File: src/hw/rtl/lkd_pkg.sv
// ----------------------------------------------------------------------------
// lkd_pkg: shared definitions for the ladder keypad debouncer
// Widths, button codes, register indexes, reset values and the event beat.
// ----------------------------------------------------------------------------
package lkd_pkg;

    // Converter and timestamp widths
    localparam int ADC_BITS  = 10;
    localparam int TIME_BITS = 32;

    // Window arithmetic carries one bit above the sample so edges never wrap
    localparam int WIN_W = ADC_BITS + 1;

    // Stream payload widths, padded to whole bytes
    localparam int IN_DATA_W  = ((ADC_BITS + TIME_BITS + 7) / 8) * 8;
    localparam int OUT_DATA_W = 8;

    // Configuration port
    localparam int CFG_IDX_W  = 3;
    localparam int CFG_DATA_W = 16;
    localparam int DEB_W      = 16;
    localparam int HW_W       = 8;

    localparam logic [CFG_IDX_W-1:0] REG_DEBOUNCE    = 3'd0;
    localparam logic [CFG_IDX_W-1:0] REG_HALF_WIDTH  = 3'd1;
    localparam logic [CFG_IDX_W-1:0] REG_LEVEL_FIRST = 3'd2;
    localparam logic [CFG_IDX_W-1:0] REG_LEVEL_LAST  = 3'd6;

    // Buttons
    localparam int NUM_KEYS = 5;
    localparam int BTN_W    = 3;

    typedef logic [BTN_W-1:0]    button_t;
    typedef logic [ADC_BITS-1:0] level_t;

    localparam button_t BTN_RIGHT  = 3'd0;
    localparam button_t BTN_UP     = 3'd1;
    localparam button_t BTN_DOWN   = 3'd2;
    localparam button_t BTN_LEFT   = 3'd3;
    localparam button_t BTN_SELECT = 3'd4;
    localparam button_t BTN_NONE   = 3'd5;

    // Reset values of the configuration registers
    localparam logic [DEB_W-1:0] DEBOUNCE_RESET   = 16'd100;
    localparam logic [HW_W-1:0]  HALF_WIDTH_RESET = 8'd10;
    localparam level_t LEVEL_RESET [NUM_KEYS] = '{
        ADC_BITS'(10), ADC_BITS'(145), ADC_BITS'(329), ADC_BITS'(505), ADC_BITS'(741)
    };

    // Event queue
    localparam int FIFO_DEPTH = 4;
    localparam int PTR_W      = $clog2(FIFO_DEPTH);
    localparam int CNT_W      = PTR_W + 1;

    typedef struct packed {
        button_t button;
        logic    pressed;
        logic    last;
    } event_t;

endpackage

File: src/hw/rtl/ladder_keypad_debouncer.sv
// ----------------------------------------------------------------------------
// ladder_keypad_debouncer: resistor-ladder keypad decode with debounce
// Classifies each ADC sample into a button window, debounces the reading
// against millisecond timestamps and emits press and release events.
// ----------------------------------------------------------------------------
// Usage: one sample beat (adc_sample, now_ms) can be taken every clock. A
// sample is first captured in an input register, then, once the queue has
// room, it is classified against the five windows, the debounce time is
// checked and its events (none, one press beat, or a release beat followed
// by a none beat) are written into a four-entry event queue in the same
// cycle. The input side takes a beat whenever the queue holds at most two
// events, so the sustained rate is one sample per cycle as long as the sink
// drains events; each release costs two output beats. Configuration must be
// written only while idle; the block itself does not enforce this.
module ladder_keypad_debouncer
    import lkd_pkg::*;
(
    input  logic                  clk,
    input  logic                  rst_n,

    // Configuration write port
    input  logic                  cfg_we,
    input  logic [CFG_IDX_W-1:0]  cfg_index,
    input  logic [CFG_DATA_W-1:0] cfg_wdata,

    // Sample stream
    input  logic                  s_axis_tvalid,
    output logic                  s_axis_tready,
    input  logic [IN_DATA_W-1:0]  s_axis_tdata,  // adc_sample, now_ms, zero pad

    // Event stream
    output logic                  m_axis_tvalid,
    input  logic                  m_axis_tready,
    output logic [OUT_DATA_W-1:0] m_axis_tdata,  // event_button, zero pad
    output logic                  m_axis_tuser,  // event_pressed
    output logic                  m_axis_tlast   // event_last
);

    // Configuration registers
    logic [DEB_W-1:0] debounce_reg;
    logic [HW_W-1:0]  half_width_reg;
    level_t           level_reg [NUM_KEYS];

    // Input register
    logic                 s1_valid_reg;
    logic [ADC_BITS-1:0]  s1_adc_reg;
    logic [TIME_BITS-1:0] s1_now_reg;

    // Debounce state
    button_t              stable_reg;
    button_t              prev_reg;
    button_t              pressed_reg;
    logic [TIME_BITS-1:0] stamp_reg;

    // Event queue
    event_t           fifo_mem [FIFO_DEPTH];
    logic [PTR_W-1:0] wr_ptr_reg;
    logic [PTR_W-1:0] rd_ptr_reg;
    logic [CNT_W-1:0] count_reg;

    logic                 in_beat;
    logic                 out_beat;
    logic                 proc;
    logic [CFG_IDX_W-1:0] level_sel;
    logic [NUM_KEYS-1:0]  hit;
    logic                 above_all;
    button_t              reading;
    logic                 changed;
    logic [TIME_BITS-1:0] stamp_next;
    logic [TIME_BITS-1:0] elapsed;
    logic                 settled;
    logic                 is_press;
    logic                 is_release;
    logic [1:0]           push_n;
    event_t               ev0;
    event_t               ev1;

    // Handshakes
    assign proc          = s1_valid_reg && (count_reg <= CNT_W'(FIFO_DEPTH - 2));
    assign s_axis_tready = !s1_valid_reg || proc;
    assign in_beat       = s_axis_tvalid && s_axis_tready;
    assign m_axis_tvalid = (count_reg != '0);
    assign out_beat      = m_axis_tvalid && m_axis_tready;

    // Decode configuration writes
    assign level_sel = cfg_index - REG_LEVEL_FIRST;

    always_ff @(posedge clk or negedge rst_n)
    begin
        if (!rst_n)
        begin
            debounce_reg   <= DEBOUNCE_RESET;
            half_width_reg <= HALF_WIDTH_RESET;
            for (int k = 0; k < NUM_KEYS; k++)
            begin
                level_reg[k] <= LEVEL_RESET[k];
            end
        end
        else if (cfg_we)
        begin
            unique case (cfg_index) inside
                REG_DEBOUNCE:
                begin
                    debounce_reg <= cfg_wdata[DEB_W-1:0];
                end
                REG_HALF_WIDTH:
                begin
                    half_width_reg <= cfg_wdata[HW_W-1:0];
                end
                [REG_LEVEL_FIRST:REG_LEVEL_LAST]:
                begin
                    level_reg[level_sel] <= cfg_wdata[ADC_BITS-1:0];
                end
                default:
                begin
                end
            endcase
        end
    end

    // Capture the sample beat
    always_ff @(posedge clk or negedge rst_n)
    begin
        if (!rst_n)
        begin
            s1_valid_reg <= 1'b0;
        end
        else if (in_beat)
        begin
            s1_valid_reg <= 1'b1;
        end
        else if (proc)
        begin
            s1_valid_reg <= 1'b0;
        end
    end

    always_ff @(posedge clk)
    begin
        if (in_beat)
        begin
            s1_adc_reg <= s_axis_tdata[ADC_BITS-1:0];
            s1_now_reg <= s_axis_tdata[ADC_BITS+TIME_BITS-1:ADC_BITS];
        end
    end

    // Classify: window test per key, lowest index wins, above select is none
    always_comb
    begin
        logic [WIN_W-1:0] samp;
        logic [WIN_W-1:0] hw;
        samp = WIN_W'(s1_adc_reg);
        hw   = WIN_W'(half_width_reg);
        for (int k = 0; k < NUM_KEYS; k++)
        begin
            hit[k] = (samp + hw >= WIN_W'(level_reg[k]))
                  && (samp <= WIN_W'(level_reg[k]) + hw);
        end
        above_all = samp > WIN_W'(level_reg[NUM_KEYS-1]) + hw;
        reading   = BTN_NONE;
        for (int k = NUM_KEYS - 1; k >= 0; k--)
        begin
            if (hit[k])
            begin
                reading = BTN_W'(k);
            end
        end
        if (above_all)
        begin
            reading = BTN_NONE;
        end
    end

    // Restart the timer on a changed reading, then test the elapsed time;
    // a changed reading never counts as settled
    assign changed    = (reading != prev_reg);
    assign stamp_next = changed ? s1_now_reg : stamp_reg;
    assign elapsed    = s1_now_reg - stamp_reg;
    assign settled    = !changed && (elapsed > TIME_BITS'(debounce_reg));
    assign is_press   = settled && (stable_reg == BTN_NONE) && (reading != BTN_NONE);
    assign is_release = settled && (stable_reg != BTN_NONE) && (reading == BTN_NONE);

    // Form the events of this sample
    always_comb
    begin
        push_n = 2'd0;
        ev0    = '{button: reading, pressed: 1'b1, last: 1'b1};
        ev1    = '{button: BTN_NONE, pressed: 1'b0, last: 1'b1};
        if (is_press)
        begin
            push_n = 2'd1;
        end
        else if (is_release)
        begin
            push_n = 2'd2;
            ev0    = '{button: pressed_reg, pressed: 1'b0, last: 1'b0};
        end
        if (!proc)
        begin
            push_n = 2'd0;
        end
    end

    // Advance the debounce state
    always_ff @(posedge clk or negedge rst_n)
    begin
        if (!rst_n)
        begin
            stable_reg  <= BTN_NONE;
            prev_reg    <= BTN_NONE;
            pressed_reg <= BTN_NONE;
            stamp_reg   <= '0;
        end
        else if (proc)
        begin
            stamp_reg <= stamp_next;
            if (!settled)
            begin
                prev_reg <= reading;
            end
            else if (reading != stable_reg)
            begin
                stable_reg <= reading;
                if (is_press)
                begin
                    pressed_reg <= reading;
                end
            end
        end
    end

    // Queue storage
    always_ff @(posedge clk)
    begin
        if (push_n != 2'd0)
        begin
            fifo_mem[wr_ptr_reg] <= ev0;
        end
        if (push_n == 2'd2)
        begin
            fifo_mem[wr_ptr_reg + PTR_W'(1)] <= ev1;
        end
    end

    // Queue pointers and fill count
    always_ff @(posedge clk or negedge rst_n)
    begin
        if (!rst_n)
        begin
            wr_ptr_reg <= '0;
            rd_ptr_reg <= '0;
            count_reg  <= '0;
        end
        else
        begin
            wr_ptr_reg <= wr_ptr_reg + PTR_W'(push_n);
            if (out_beat)
            begin
                rd_ptr_reg <= rd_ptr_reg + PTR_W'(1);
            end
            count_reg <= count_reg + CNT_W'(push_n) - CNT_W'(out_beat);
        end
    end

    // Drive the event beat
    assign m_axis_tdata = OUT_DATA_W'(fifo_mem[rd_ptr_reg].button);
    assign m_axis_tuser = fifo_mem[rd_ptr_reg].pressed;
    assign m_axis_tlast = fifo_mem[rd_ptr_reg].last;

    // Checks
    a_count_bound: assert property (@(posedge clk) disable iff (!rst_n)
        count_reg <= CNT_W'(FIFO_DEPTH))
        else $error("event queue overfilled");

    a_release_pair: assert property (@(posedge clk) disable iff (!rst_n)
        (m_axis_tvalid && !m_axis_tlast) |-> (count_reg >= CNT_W'(2)))
        else $error("release beat without its closing none beat queued");

    a_press_state: assert property (@(posedge clk) disable iff (!rst_n)
        (push_n == 2'd1) |=> (pressed_reg != BTN_NONE && stable_reg == pressed_reg))
        else $error("press event without matching pressed state");

endmodule
File: config.mk
export PLATFORM = sky130hd
export DESIGN_NAME = ladder_keypad_debouncer
export DESIGN_NICKNAME = d
export VERILOG_FILES = /design/src/hw/rtl/lkd_pkg.sv /design/src/hw/rtl/ladder_keypad_debouncer.sv
export SDC_FILE = /design/constraint.sdc
export NUM_CORES = 1
export LEC_CHECK = 0
export BUFFER_PORTS_ARGS = -buffer_cell sky130_fd_sc_hd__buf_2
export CAP_MARGIN = 20
export CORE_MARGIN = 10
export CORE_UTILIZATION = 41
export CTS_CLUSTER_SIZE = 40
export DETAILED_ROUTE_END_ITERATION = 7
export GPL_TIMING_DRIVEN = 0
export HOLD_SLACK_MARGIN = 0.02
export MAX_ROUTING_LAYER = met4
export PLACE_DENSITY = 0.65
export SLEW_MARGIN = 20
export SYNTH_ARGS = -nofsm -noshare
export SYNTH_HDL_FRONTEND = slang
export SYNTH_SLANG_ARGS = --single-unit
File: constraint.sdc
create_clock -name clk -period 11.9 [get_ports clk]
set_input_delay 3.57 -clock clk [delete_from_list [all_inputs] [get_ports clk]]
set_output_delay 3.57 -clock clk [all_outputs]
set_load 0.02 [all_outputs]
==> results of run 1 <==
## worst register-to-register path, stage by stage, from the launching register on
cell	delay, ns
dfstp_2	0.68
inv_1	0.28
fa_1	0.52
nor2b_1	0.19
o31a_1	0.21
o21ai_0	0.10
nand2b_1	0.11
a21o_1	0.13
a21oi_1	0.08
xnor2_1	0.61
ha_1	0.38
a21o_1	0.16
a21oi_1	0.13
o21ai_0	0.15
o21a_1	0.27
a2111oi_2	0.57
nand3_1	0.25
a31oi_1	0.33
nand2_1	0.17
nor4_4	0.43
inv_1	0.09
ha_1	0.27
inv_1	0.05
ha_1	0.13
inv_1	0.05
fa_1	0.37
xor2_1	0.16
xnor2_1	0.13
## cell type report
cell class	count	area share
plain buffers	43	0.01257
well taps	448	0.03564
clock inverters	15	0.009784
inverters	147	0.03508
multi-input cells	1138	0.5500
clock buffers	17	0.02705
flip-flops and latches	185	0.3040
repair buffers	72	0.02593
## per-layer routing
metal | wire [um] | share of wire | GRT usage
met1 | 16710 | 0.46 | 0.2208
met5 | 0 | 0 | -
met2 | 17290 | 0.48 | 0.2900
met4 | 750 | 0.021 | 0.05734
met3 | 1382 | 0.038 | 0.02595
## layout by cell type, fill, tap and decap left out, drive strengths merged, types with 9 or more instances in the layout
master   Yosys  routed
and3         9       9
nand3       24      24
edfxtp      42      42
xor2        24      24
nor2        62      62
xnor2       45      45
nand2      123     123
a211oi      19      19
clkbuf      32      49
ha         199     199
o21bai      14      14
or3         17      17
nand4       18      18
nand2b      17      17
dfrtp       90      90
a21oi      110     110
dfstp       33      33
o211ai      16      16
nor3        21      21
buf         11      83
inv        147     157
a2111oi     12      12
nor4        11      11
mux2        50      50
o21a        15      15
dfxtp       20      20
nor2b       24      24
a21o        26      26
o21ai      133     133
and2         9       9
## per-stage QoR
stage / setup slack (ns) / std cells
floorplan: 6.036 / 1513
global placement: 4.814 / 2031
detailed placement: 4.807 / 2033
CTS: 4.778 / 2065
global route: 4.181 / 2065
finish: 4.804 / 2065
## kinds of logic after synthesis
kind of cell,count (synthesis)
XOR/XNOR,69
AO/OA/AOI/OAI,443
flip-flops,185
other,1
multiplexers,56
buffers and inverters,190
adder cells (fa/ha/maj),207
AND/OR/NAND/NOR,358
## worst paths after layout
check | depth (start not counted) | endpoint | slack [ns]
max | 27 | count_reg[2] | 4.80
min | 2 | fifo_mem[3][4] | 0.49
max reg2reg | 27 | count_reg[2] | 4.80
min reg2reg | 2 | fifo_mem[3][4] | 0.49
max in group asynchronous | 2 | level_reg[14] | 8.08
min in group asynchronous | 1 | stamp_reg[18] | 3.04
## power by group through the flow
stage	Clock, W	Combinational, W	Sequential [W]
after global placement	0	0.00280	0.00101
after floorplan	0	0.00219	0.000955
after detailed placement	0	0.00289	0.00101
final	0.000563	0.00292	0.000997
after global routing	0.000602	0.00330	0.00102
after CTS	0.000576	0.00291	0.000995
==> key figures, run 1 <==
Power and ir drop
  – Power share of the clock group: 0.125
  – Sw Pwr: between 0.002 and 0.0025 W
  – Pwr Density: ~290 mW/mm^2
  – Internal: 0.002314 W
  – Comb power frac: 0.652
  – Tot Pwr: ~0.0045 W
  – Leak Pwr: slightly below 7 nW
  – Sequential share of power: 0.222
  – Maximum VDD drop: 0.0001304 V
  – Sw frac: 0.4840

Die
  – # rows: 67
  – DIE WIDTH: 205.8 um
  – Core Footprint: 0.03378 mm^2
  – Die area: between 0.04 and 0.05 mm^2
  – Initial Util: 0.4188
  – Height of the die: approximately 210 um
  – Io pins: 84

Final layout
  – Layout area overhead: 11.16%
  – Final net count: between 1500 and 2000
  – Max FFs per register: 50
  – Fillers: 3179
  – Design area: 0.01573 mm^2
  – Fin util: 0.4656
  – Multi-input logic area: 0.008651 mm^2
  – Antenna Cells: 0
  – FF/Latch Area: between 0.004 and 0.005 mm^2
  – Share of layout cells above drive strength 1: 0.1404

Global routing
  – Initial antenna violation count: 0
  – Vias in the first global route: 11830
  – Overflow after GRT: 0
  – First-pass GRT wire length: slightly below 60000 um
  – Largest net degree at the start of global routing: 69
  – GRT Total Usage: 0.1770

STA
  – Max_slew headroom: 0.3808
  – Pins Over Slew Limit: 0
  – Fin crit share: 0.5963
  – Peak Freq: 0.1409 GHz
  – RSZ-0062 raised after global routing: false
  – Worst Hold Slack: 0.4910 ns
  – Final hold violations: 0
  – Setup-failing EPs final: 0
  – Layout Skew: 0.01436 ns
  – Final min period: 7.096 ns
  – Worst-Margin Slew: 0.9054 ns
  – Setup TNS: 0 ns

Critical path
  – Crit path required time: 12.23 ns
  – CP Capture Type: register
  – Crit path DAT: ~7.4 ns
  – Crit Path Max Fanout: 8
  – Reg2reg start: half_width_reg[1]
  – Largest stage delay, worst path: 0.68 ns
  – CP Launch Type: register
  – Critical Path Start: half_width_reg[1]
  – Critical path buffers and inverters: 4
  – CP top delay family: compound AO/OA/AOI/OAI gates
  – CP max stage cell: dfstp_2
  – Most frequent cell on the critical path: inv_1
  – Setup CP Type: register to register

Clock tree
  – H-tree levels: 4
  – CTS tree: yes
  – Hold buffer count at CTS: 0
  – CTS sink cnt: 185
  – Clock insertion delay at the later pin of the skew report: 0.45 ns
  – Inserted Clock Buffers: 17
  – Gates resized, CTS repair: 0
  – Clk Tree Root Cell: clkbuf_16
  – Post-CTS Setup Inserts: 0
  – Clock tree buffer depth: 2
  – Clock Pin Slew Worst Setup and Hold Paths: around 0.08 ns

Place
  – Port-buffer cells: 70
  – Placed cell area: 0.01515 mm^2
  – Final GP Congestion: 0.8775
  – Hpwl dp: 28790 um

Yosys
  – Largest family of logic cells by synthesized area: compound AO/OA/AOI/OAI gates
  – Post-synthesis cell count: about 1500
  – Synthesized area: 0.01415 mm^2
  – Number of synthesized flops with an enable pin: 42
  – Sequential area share after synthesis: 0.3379
  – Simple-gate share of the synthesized area: 0.1277
  – Cell variety after synth: 89
  – Area contributors post-synth: ha_1, dfrtp_1, edfxtp_1
  – Post-synthesis mux area share: 0.04846
  – Post-synth top area share: 0.1760
  – Ys flop type: dfrtp_1
  – Post-synth top cells: ha_1, inv_1, o21ai_0
  – Average size of a mapped cell: 9.377 um^2
  – YS warnings: 0
  – Asr flop ratio synth: 0.6649
  – Cell with the most instances after synthesis: ha_1
  – Adder-cell area share of the yosys netlist: 0.1873
  – Synth Area in XOR/XNOR: 0.04271
  – Synthesized flop and latch total: 185
  – Compound-Gate Fraction of Synth Area: 0.2028
  – Cell taking the most area after synthesis: ha_1

Drt
  – Post-DR wirelength/cell: approximately 17 um
  – DRT Pass-1 Iters: 5
  – Antenna Violating Nets Remaining: 0
  – Iter 0 DRT Violations: ~680
  – Vias per cell: 5.628
  – Via count: 11620
  – Detailed Route WL: 36130 um
  – Number of remaining DRC errors: 0

Hold path
  – Min-delay worst type: register to register
  – Min-delay src: fifo_mem[3][4]

Flow run
  – Max-Cap Viols: 0

Status
  – Outcome: finished clean
No activity file was read; power rests on OpenSTA's default activity.
==> run 2: changes to the inputs <==
--- a/config.mk
+++ b/config.mk
@@ -5,6 +5,7 @@
 export SDC_FILE = /design/constraint.sdc
 export NUM_CORES = 1
 export LEC_CHECK = 0
+export ABC_AREA = 1
 export BUFFER_PORTS_ARGS = -buffer_cell sky130_fd_sc_hd__buf_2
 export CAP_MARGIN = 20
 export CORE_MARGIN = 10
==> constraint.sdc (replaced) <==
create_clock -name clk -period 6.7 [get_ports clk]
set_input_delay 2.01 -clock clk [delete_from_list [all_inputs] [get_ports clk]]
set_output_delay 2.01 -clock clk [all_outputs]
set_load 0.02 [all_outputs]
==> run 2 against run 1 <==
Compared with the run above: fmax up 14%; highest routed layer unchanged; critical path depth up 6; setup slack lost 4.3 ns; critical path type unchanged; die area up 2.1%; global-route usage rose by 0.98 points; sequential share of layout area shrank 0.75 points; clock skew is 0.0022 ns lower; count of clock-buffer cells in the layout is 1 higher; register-to-register slack lost 4.3 ns.
==> key figures, run 2 <==
Place
  – Worst slack, placed: 0.5157 ns (-4.291 ns)
  – Hpwl dp: 30610 um (+6.3%)
  – Port-buffer cells: 72 (+2.9%)
  – Final GP Congestion: 0.9350 (+6.6%)

Drt
  – Post-DR wirelength/cell: 16.08 um (-8.1%)
  – Antenna Violating Nets Remaining: 0 (unchanged)
  – DRT Pass-1 Iters: 5 (unchanged)
  – Vias per cell: 5.160 (-8.3%)
  – Number of remaining DRC errors: 0 (unchanged)
  – Iter 0 DRT Violations: 899 (+33%)
  – Detailed Route WL: 39390 um (+9.0%)
  – Via count: 12640 (+8.7%)

Power and ir drop
  – Sw Pwr: 0.003890 W (+79%)
  – Sequential share of power: 0.236 (+0.014)
  – Power share of the clock group: 0.139 (+0.014)
  – Internal: 0.003859 W (+67%)
  – Tot Pwr: 0.007750 W (+73%)
  – Comb power frac: 0.625 (-0.027)
  – Sw frac: 0.5020 (+0.01796)
  – Pwr Density: 480.5 mW/mm^2 (+69%)
  – Leak Pwr: 8.349 nW (+22%)
  – Maximum VDD drop: 0.0002348 V (+80%)

Final layout
  – Commonest non-fill, non-tap cell in the layout: nand2_1
  – Most frequent cells in the layout: nand2_1, inv_1, ha_1
  – Final net count: 2260 (+20%)
  – Antenna Cells: 0 (unchanged)
  – Share of layout cells above drive strength 1: 0.1078 (-0.03256)
  – Max FFs per register: 50 (unchanged)
  – Fin util: 0.4646 (-0.0009700)
  – Layout area overhead: 11.43%

Yosys
  – Number of synthesized flops with an enable pin: 42 (unchanged)
  – Ys flop type: dfrtp_1
  – Post-synthesis cell count: 1883 (+25%)
  – YS warnings: 0 (unchanged)
  – Post-synth top cells: nand2_1, inv_1, ha_1
  – Asr flop ratio synth: 0.6649 (unchanged)
  – Cell with the most instances after synthesis: nand2_1
  – Post-synth top area share: 0.1720 (-0.003940)
  – Synthesized area: 0.01447 mm^2 (+2.3%)
  – Area contributors post-synth: ha_1, dfrtp_1, nand2_1
  – Cell variety after synth: 52 (-42%)
  – Average size of a mapped cell: 7.687 um^2 (-18%)
  – Sequential area share after synthesis: 0.3303 (-0.007565)
  – Cell taking the most area after synthesis: ha_1
  – Synthesized flop and latch total: 185 (unchanged)

Clock tree
  – Gates resized, CTS repair: 0 (unchanged)
  – Clk Tree Root Cell: clkbuf_16
  – Hold buffer count at CTS: 0 (unchanged)
  – Inserted Clock Buffers: 17 (unchanged)
  – Clock tree buffer depth: 2 (unchanged)
  – Post-CTS Setup Inserts: 0 (unchanged)
  – Clock insertion delay at the later pin of the skew report: 0.46 ns (about the same)
  – H-tree levels: 4 (unchanged)
  – CTS sink cnt: 185 (unchanged)
  – CTS tree: yes
  – Clock Pin Slew Worst Setup and Hold Paths: 0.08 ns (about the same)

Global routing
  – Initial antenna violation count: 0 (unchanged)
  – First-pass GRT wire length: 63510 um (+7.6%)
  – Vias in the first global route: 12250 (+3.5%)
  – Largest net degree at the start of global routing: 65 (-5.8%)
  – Overflow after GRT: 0 (unchanged)
  – GRT Total Usage: 0.1868 (+0.009847)

STA
  – Pins Over Slew Limit: 0 (unchanged)
  – Setup TNS: 0 ns (unchanged)
  – Peak Freq: 0.1607 GHz (+14%)
  – Setup-failing EPs final: 0 (unchanged)
  – Layout Skew: 0.01211 ns (-0.002248 ns)
  – RSZ-0062 raised after global routing: false
  – Max_slew headroom: 0.4209 (+0.04009)
  – Worst-Margin Slew: 0.8657 ns (-0.03966 ns)
  – Final min period: 6.222 ns (-0.8744 ns)
  – Post-route setup slack: 0.4784 ns (-4.326 ns)
  – Final hold violations: 0 (unchanged)
  – Fin crit share: 0.9286 (+0.3323)

Die
  – Io pins: 84 (unchanged)
  – Die area: 0.04322 mm^2 (+2.1%)
  – Initial Util: 0.4170 (-0.001881)
  – Height of the die: 207.9 um (+1.0%)
  – DIE WIDTH: 207.9 um (+1.0%)
  – # rows: 68 (+1.5%)
  – Core Footprint: 0.03471 mm^2 (+2.8%)

Critical path
  – Crit path DAT: 6.60 ns (-0.83 ns)
  – Length in cells of the worst reg-to-reg path: 33 (+22%)
  – Largest stage delay, worst path: 0.75 ns (+0.07 ns)
  – Worst flop-to-flop path endpoint: count_reg[2]
  – Setup crit end: count_reg[2]
  – Crit path required time: 7.07 ns (-5.16 ns)
  – CP max stage cell: dfstp_2
  – CP Launch Type: register
  – CP Capture Type: register
  – Setup CP Type: register to register
  – R2R Setup Slk: 0.48 ns (-4.33 ns)
  – Crit Path Max Fanout: 10 (+2)
  – Reg2reg start: half_width_reg[1]
  – Most frequent cell on the critical path: inv_1
  – Critical Path Start: half_width_reg[1]

Status
  – Outcome: finished clean

Flow run
  – Max-Cap Viols: 0 (unchanged)

Hold path
  – Min-delay worst type: register to register
-- run 2: cell types whose count changed after synthesis, moves of 17 or more --
cell      change
nor2_1       +87
nand2_1     +327
inv_1       +137
nor2b_1      -24
mux2_2       -49
nand2b_1     -17
nand2_2      +18
xor2_1       +26
xnor2_1      -23
nand3_1      +57
a21oi_1      +39
or3_1        -17
-- run 2: critical path: cells and delay by family (launching register included) --
family	cells	cell delay [ns]
compound gates	2	0.37
xor+xnor	3	1.07
fa+ha+maj	5	1.68
buf+inv	8	0.72
flops	1	0.75
simple gates	15	1.55
-- run 2: layout make-up --
class	count	area (um^2)
multi-input cells	1386	8503
plain buffers	27	127.6
repair buffers	75	440.4
flip-flops and latches	185	4781
fillers	3494	18590
clock buffers	18	439.2
inverters	289	1089
well taps	455	569.3
clock inverters	14	178.9
-- run 2: how the worst min path moves through the flow --
stage               cells after the start  slack (ns)            from             end
floorplan                               2        0.42  fifo_mem[1][0]  fifo_mem[1][0]
global placement                        2        0.45  fifo_mem[1][0]  fifo_mem[1][0]
detailed placement                      2        0.45  fifo_mem[1][0]  fifo_mem[1][0]
CTS                                     2        0.47  fifo_mem[1][0]  fifo_mem[1][0]
global route                            2        0.50  fifo_mem[1][0]  fifo_mem[1][0]
finish                                  2        0.47  fifo_mem[1][0]  fifo_mem[1][0]
-- run 2: per-stage QoR --
| stage | instance area (um^2) | cells | hold WS (ns) |
|---|---|---|---|
| detailed placement | 15510 | 2417 | 0.4550 |
| CTS | 16130 | 2449 | 0.4722 |
| global placement | 15420 | 2414 | 0.4526 |
| floorplan | 14490 | 1887 | 0.4236 |
| finish | 16130 | 2449 | 0.4701 |
| global route | 16130 | 2449 | 0.4978 |
-- run 2: power groups by stage --
stage / Clock (W) / Sequential [W] / Combinational, W
after detailed placement: 0 / 0.00185 / 0.00481
after CTS: 0.00110 / 0.00183 / 0.00485
after floorplan: 0 / 0.00172 / 0.00365
after global routing: 0.00114 / 0.00187 / 0.00555
after global placement: 0 / 0.00185 / 0.00463
final: 0.00108 / 0.00183 / 0.00484
-- run 2: kinds of logic after synthesis --
kind of cell / after synthesis / synth area share
and+or+nand+nor: 775 / 0.2335
AOI/OAI and AO/OA: 326 / 0.1245
buffers and inverters: 316 / 0.08403
adders and majority gates: 207 / 0.1831
DFF: 185 / 0.3303
xor gates and xnor gates: 72 / 0.04357
other: 1 / 0.0002591
muxes: 1 / 0.0007780
-- run 2: layer usage --
layer	track usage	routed length [um]	vias to the layer above
li1	-	-	6355
met1	0.2405	18360	5950
met2	0.3043	18550	288
met3	0.02202	1769	44
met4	0.05156	707	0
met5	-	0	-
